===== src/gbi_pkg.sv =====
// Shared constants and types for the bilinear grid interpolator.
package gbi_pkg;

  localparam int MAX_POINTS_R = 64;
  localparam int MAX_POINTS_Z = 64;
  localparam int TABLE_DEPTH  = MAX_POINTS_R * MAX_POINTS_Z;
  localparam int ADDR_W       = $clog2(TABLE_DEPTH);
  localparam int CELL_R_W     = $clog2(MAX_POINTS_R);
  localparam int CELL_Z_W     = $clog2(MAX_POINTS_Z);
  localparam int PTS_W        = 7;
  localparam int FRAC_W       = 17;
  localparam int PIPE_LATENCY = 10;

  localparam logic [FRAC_W-1:0] FRAC_ONE = FRAC_W'(65536);

  typedef enum logic {
    CMD_LOAD = 1'b0,
    CMD_EVAL = 1'b1
  } cmd_t;

  typedef enum logic [2:0] {
    REG_R_LOWER    = 3'd0,
    REG_R_UPPER    = 3'd1,
    REG_Z_LOWER    = 3'd2,
    REG_Z_UPPER    = 3'd3,
    REG_R_STEP_INV = 3'd4,
    REG_Z_STEP_INV = 3'd5,
    REG_POINTS_R   = 3'd6,
    REG_POINTS_Z   = 3'd7
  } cfg_reg_t;

  typedef struct packed {
    logic valid;
    logic eval;
    logic oob;
  } item_ctl_t;

  typedef struct packed {
    logic signed [31:0] r_lower;
    logic signed [31:0] r_upper;
    logic signed [31:0] z_lower;
    logic signed [31:0] z_upper;
    logic [31:0]        r_step_inv;
    logic [31:0]        z_step_inv;
    logic [PTS_W-1:0]   points_r;
    logic [PTS_W-1:0]   points_z;
  } grid_cfg_t;

endpackage


===== src/gbi_blend.sv =====
// Two-stage linear blend a + (b - a) * f, rounded half up, f in Q1.16 up to 1.0.
module gbi_blend import gbi_pkg::*; (
  input  logic               clk,
  input  logic signed [31:0] a,
  input  logic signed [31:0] b,
  input  logic [FRAC_W-1:0]  f,
  output logic signed [31:0] y
);

  logic signed [31:0] a_q;
  logic signed [32:0] d_q;
  logic [FRAC_W-1:0]  f_q;
  logic signed [50:0] prod;
  logic signed [51:0] sum;

  always_ff @(posedge clk) begin
    a_q <= a;
    d_q <= 33'(b) - 33'(a);
    f_q <= f;
  end

  assign prod = 51'(d_q) * 51'($signed({1'b0, f_q}));
  assign sum  = (52'(a_q) <<< 16) + 52'(prod) + 52'sd32768;

  // result lies between a and b, so the floor shift fits in 32 bits
  always_ff @(posedge clk) begin
    y <= $signed(sum[47:16]);
  end

endmodule


===== config.mk =====
export PLATFORM = sky130hd
export DESIGN_NAME = gbi_blend
export DESIGN_NICKNAME = d
export VERILOG_FILES = /design/src/gbi_pkg.sv /design/src/gbi_blend.sv
export SDC_FILE = /design/constraint.sdc
export NUM_CORES = 2
export LEC_CHECK = 0
export BUFFER_PORTS_ARGS = -buffer_cell sky130_fd_sc_hd__buf_2
export CAP_MARGIN = 10
export CORE_ASPECT_RATIO = 0.6
export CORE_MARGIN = 2
export CORE_UTILIZATION = 29
export DETAILED_ROUTE_END_ITERATION = 10
export PLACE_DENSITY = 0.48
export SLEW_MARGIN = 20
export SYNTH_ARGS = -nofsm -noshare
export SYNTH_HDL_FRONTEND = slang
export SYNTH_SLANG_ARGS = --single-unit

===== constraint.sdc =====
create_clock -name clk -period 6.68 [get_ports clk]
set_input_delay 0.334 -clock clk [delete_from_list [all_inputs] [get_ports clk]]
set_output_delay 0.334 -clock clk [all_outputs]
set_load 0.05 [all_outputs]

Yosys cells after proc, flatten, opt, wreduce, memory -nomap -nowiden:

Index checks and enable logic that the tools add are counted.

* add/sub/neg operators: 3
* multipliers: 1

Operator list (number)
* $add A48 B17 Y48 const B: 1
* $add A48 B48 Y48: 1
* $mul A33 B18 Y48: 1
* $sub A32 B32 Y33: 1

* register bits: 114
* output and inout bits: 32
* word-level logic and storage cells: 8

Depth between registers and ports, before layout:

* word-level depth: 3
* mapped depth: 26
* mapped depth without buffers: 25

Worst setup path after synthesis:

OpenSTA, ideal clock, no wires.

* path type: reg-to-reg
* start: reg f_q[11]
* end: reg y[17]
* data arrival time: 6.062 ns
* setup slack: 0.546 ns
* cell stages (with the launch flop): 27
* buffers on the path: 2
* clock period less this slack: 6.134 ns
* cells stage by stage: dfxtp_1 > clkbuf_1 > clkbuf_1 > nand2_1 > fa_1 > inv_1 > fa_1 > inv_1 > fa_1 > inv_1 > fa_1 > fa_1 > inv_1 > fa_1 > inv_1 > ha_1 > a21oi_2 > nand2_2 > a21oi_4 > o21ai_2 > nor3_2 > o21ai_2 > or4b_4 > a31oi_4 > o21ai_2 > a21oi_2 > xnor2_1

* longest elaborated chain between the ends: 3

RTL lines
* start, declared: RTL line gbi_blend.sv:12 `logic [FRAC_W-1:0] f_q;`
* start signal, assigned: RTL line gbi_blend.sv:19 `f_q <= f;`
* $mul A33 B18 Y48: RTL line gbi_blend.sv:22 `assign prod = 51'(d_q) * 51'($signed({1'b0, f_q}));`
* $add A48 B48 Y48: RTL line gbi_blend.sv:23 `assign sum = (52'(a_q) <<< 16) + 52'(prod) + 52'sd32768;`
* $add A48 B17 Y48: RTL line gbi_blend.sv:23
* via sum[33]: RTL line gbi_blend.sv:14 `logic signed [51:0] sum;`
* end signal, assigned: RTL line gbi_blend.sv:27 `y <= $signed(sum[47:16]);`
* end, declared: RTL line gbi_blend.sv:7 `output logic signed [31:0] y`

The timed path passes the listed nets, and every way through them passes these cells.

Final worst setup path:

* start: reg f_q[3]
* end: reg y[29]

Same word-level chain as after synthesis.

==> impl_metrics.env <==
export IMPL_cp_max_fo=16
export IMPL_initial_core_util=0.293
export IMPL_antenna_left=0
export IMPL_path_class="reg2reg"
export IMPL_chipHeight_um=224
export IMPL_cp_startpoint="f_q[3]"
export IMPL_ys_seq_area_frac=0.0980
export IMPL_min_period_over_period=0.956
export IMPL_async_reset_ff_frac=0
export IMPL_finalSetupTns_ns=0
export IMPL_hp_start="a[7]"
export IMPL_io_pins=114
export IMPL_worst_ep_arrival_time_ns=6.78
export IMPL_num_rows=80
export IMPL_clock_latency_ns=0.48
export IMPL_postSynthCellCount=2474
export IMPL_place_hpwl_um=58600
export IMPL_yosysMostFrequentCell="inv_1"
export IMPL_slew_headroom=0.465
export IMPL_synth_ff_type="dfxtp_1"
export IMPL_drive_above_1_share=0.111
export IMPL_setup_viol=0
export IMPL_nNetsFinal=3463
export IMPL_fin_crit_ns=6.38
export IMPL_highest_layer="met5"
export IMPL_yosysWarnings=0
export IMPL_avgSynthCellArea_um2=9.41
export IMPL_final_util=0.339
export IMPL_fmax_mhz=157
export IMPL_synth_commonest_cells="inv_1 (682), fa_1 (547), and2_1 (368), nand2_1 (211), ha_1 (152)"
export IMPL_hold_path_class="in2reg"
export IMPL_mappedNetlistNets=3255
export IMPL_gp_congestion=0.860
export IMPL_grt_ovfl_total=0
export IMPL_drtIter0Drc=759
export IMPL_critPathLaunchType="register"
export IMPL_grt_pass1_wl_um=104000
export IMPL_synth_top_area_cell="fa_1"
export IMPL_synth_seq_cells=114
export IMPL_tightest_slew_ns=0.783
export IMPL_cts_tree="built"
export IMPL_slew_violations=0
export IMPL_syn_area_mm2=0.0233
export IMPL_met2WireLength_um=24100
export IMPL_cp_data_required_time_ns=7.08
export IMPL_wl_per_cell_um=17.5
export IMPL_cts_max_level=4
export IMPL_cts_root_buf="clkbuf_16"
export IMPL_wirelength_um=65900
export IMPL_reg2reg_from="f_q[3]"
export IMPL_remaining_drc_errors=0
export IMPL_track_usage=0.167
export IMPL_grt_max_degree=34
export IMPL_area_growth_pct=15.8
export IMPL_cap_violations=0
export IMPL_endpoint_kind="register"
export IMPL_placed_area_mm2=0.0258
export IMPL_portBuffers=113
export IMPL_routed_wl_met3_um=3820
export IMPL_first_pass_iters=6
export IMPL_synth_top_area_share=0.470
export IMPL_cts_sinks=114
export IMPL_numCtsBuffers=17
export IMPL_fin_hold_ws_ns=0.0376
export IMPL_hold_viol_final=0
export IMPL_vias=16000
export IMPL_synth_area_leaders="fa_1 (47%), inv_1 (11%), and2_1 (9.9%)"
export IMPL_dieArea_mm2=0.0827
export IMPL_die_w_um=370
export IMPL_synth_distinct_cells=54
export IMPL_first_global_vias=17400
export IMPL_skew_ns=0.0182
export IMPL_antenna_found_initial=5
export IMPL_design_core_area_mm2=0.0795
export IMPL_cts_clk_slew_worst_paths_ns=0.07
export IMPL_routedLengthMet1_um=37600
export IMPL_viasPerCell=4.24
export IMPL_synth_edf_count=0
export IMPL_final_area_mm2=0.0270
export IMPL_clk_path_buf_depth=2
export IMPL_status="finished clean"
[state kept, by name (all words and copies together), names as in the netlist]
signal,flops
a_q,32
d_q,33
f_q,17
y,32
[worst max-delay path, cell delays in order, from the launching register on]
cell and delay [ns]:
dfxtp_2 0.39, buf_4 0.17, buf_4 0.18, and2_1 0.17, fa_1 0.56, inv_1 0.07
fa_1 0.46, fa_1 0.56, inv_1 0.10, fa_1 0.50, fa_1 0.49, inv_1 0.05
fa_1 0.47, inv_1 0.04, ha_1 0.31, buf_4 0.14, nand4_1 0.13, nor3_2 0.26
nand3_1 0.16, o221ai_4 0.27, a21oi_4 0.11, a21oi_4 0.25, a21oi_1 0.13, o21bai_1 0.16
xor2_1 0.15
[cell families (layout without fill, tap and decap cells)]
| kind of cell | Yosys count | after routing | synth area share |
|---|---|---|---|
| other | 0 | 2 | 0 |
| AOI/OAI and AO/OA | 141 | 141 | 0.0423 |
| adders and majority gates | 699 | 699 | 0.552 |
| xor gates and xnor gates | 75 | 75 | 0.0282 |
| and+or+nand+nor | 678 | 678 | 0.156 |
| buffers and inverters | 767 | 987 | 0.124 |
| DFF | 114 | 114 | 0.0980 |
[stage by stage]
stage / cells / worst slack [ns]
after global placement: 3681 / -0.0877
after floorplan: 2474 / 0.546
after global routing: 3762 / -0.0226
after detailed placement: 3681 / -0.0907
after CTS: 3758 / 0.0500
final: 3762 / 0.296
[path summary, 6_finish.rpt]
check        slack, ns  cells after the start  endpoint
max               0.30                     24     y[29]
min               0.04                      1    a_q[7]
max reg2reg       0.30                     24     y[29]
min reg2reg       1.20                      6     y[31]
[per-layer routing]
layer / track usage / vias to the layer above
met3: 0.0415 / 25
met2: 0.214 / 326
met4: 0.0229 / 4
li1: - / 7483
met5: 0 / -
met1: 0.279 / 8116
[timing repair]
| item | CTS | global route |
|---|---|---|
| buffers inserted | 0 | 1 |
| gates resized for setup | 2 | 19 |
| pin swaps | 0 | 0 |
| hold buffers | 46 | 1 |
| hold endpoints to repair | 46 | 1 |
| setup endpoints to repair | 8 | 17 |
[area by class of cell]
cell class	count	area (µm²)
Clock buffer	19	453
Fill cell	8304	52500
Antenna cell	2	5.00
Tap cell	1066	1330
Multi-Input combinational cell	1593	18200
Inverter	682	2560
Clock inverter	12	101
Sequential cell	114	2290
Timing Repair Buffer	274	2000
[layout by cell type (no fill, tap or decap), types with 3 or more instances in the layout]
master         Yosys  layout
xnor2_1           54      54
a211oi_1           5       3
o21bai_1           5       5
o21ai_2            4       4
and2_1           368     368
inv_6              0       3
a21oi_1           45      45
buf_4              0     105
clkbuf_16          0      17
a21o_1            22      22
clkinv_4           0       5
nor2b_1            9       9
o21ai_1            7       7
o21a_1             7       7
a21oi_4            2       3
a21oi_2            6       5
ha_1             152     152
nor2_1            31      30
dfxtp_2            0       8
buf_12             0       9
nand4_1            6       6
xor2_1            21      21
nand2_1          211     211
buf_2              0     113
and3_1             4       4
nand3_1           12      12
dfxtp_1          114     106
nand2b_1          12      12
dlygate4sd3_1      0      47
o22ai_1            3       3
nor3_1            13      12
fa_1             547     547
inv_1            682     682
o21ai_0           16      15
Power is left out: the tool's default activity adds up to more than one toggle a clock period on the data nets, which glitch-free logic cannot reach.
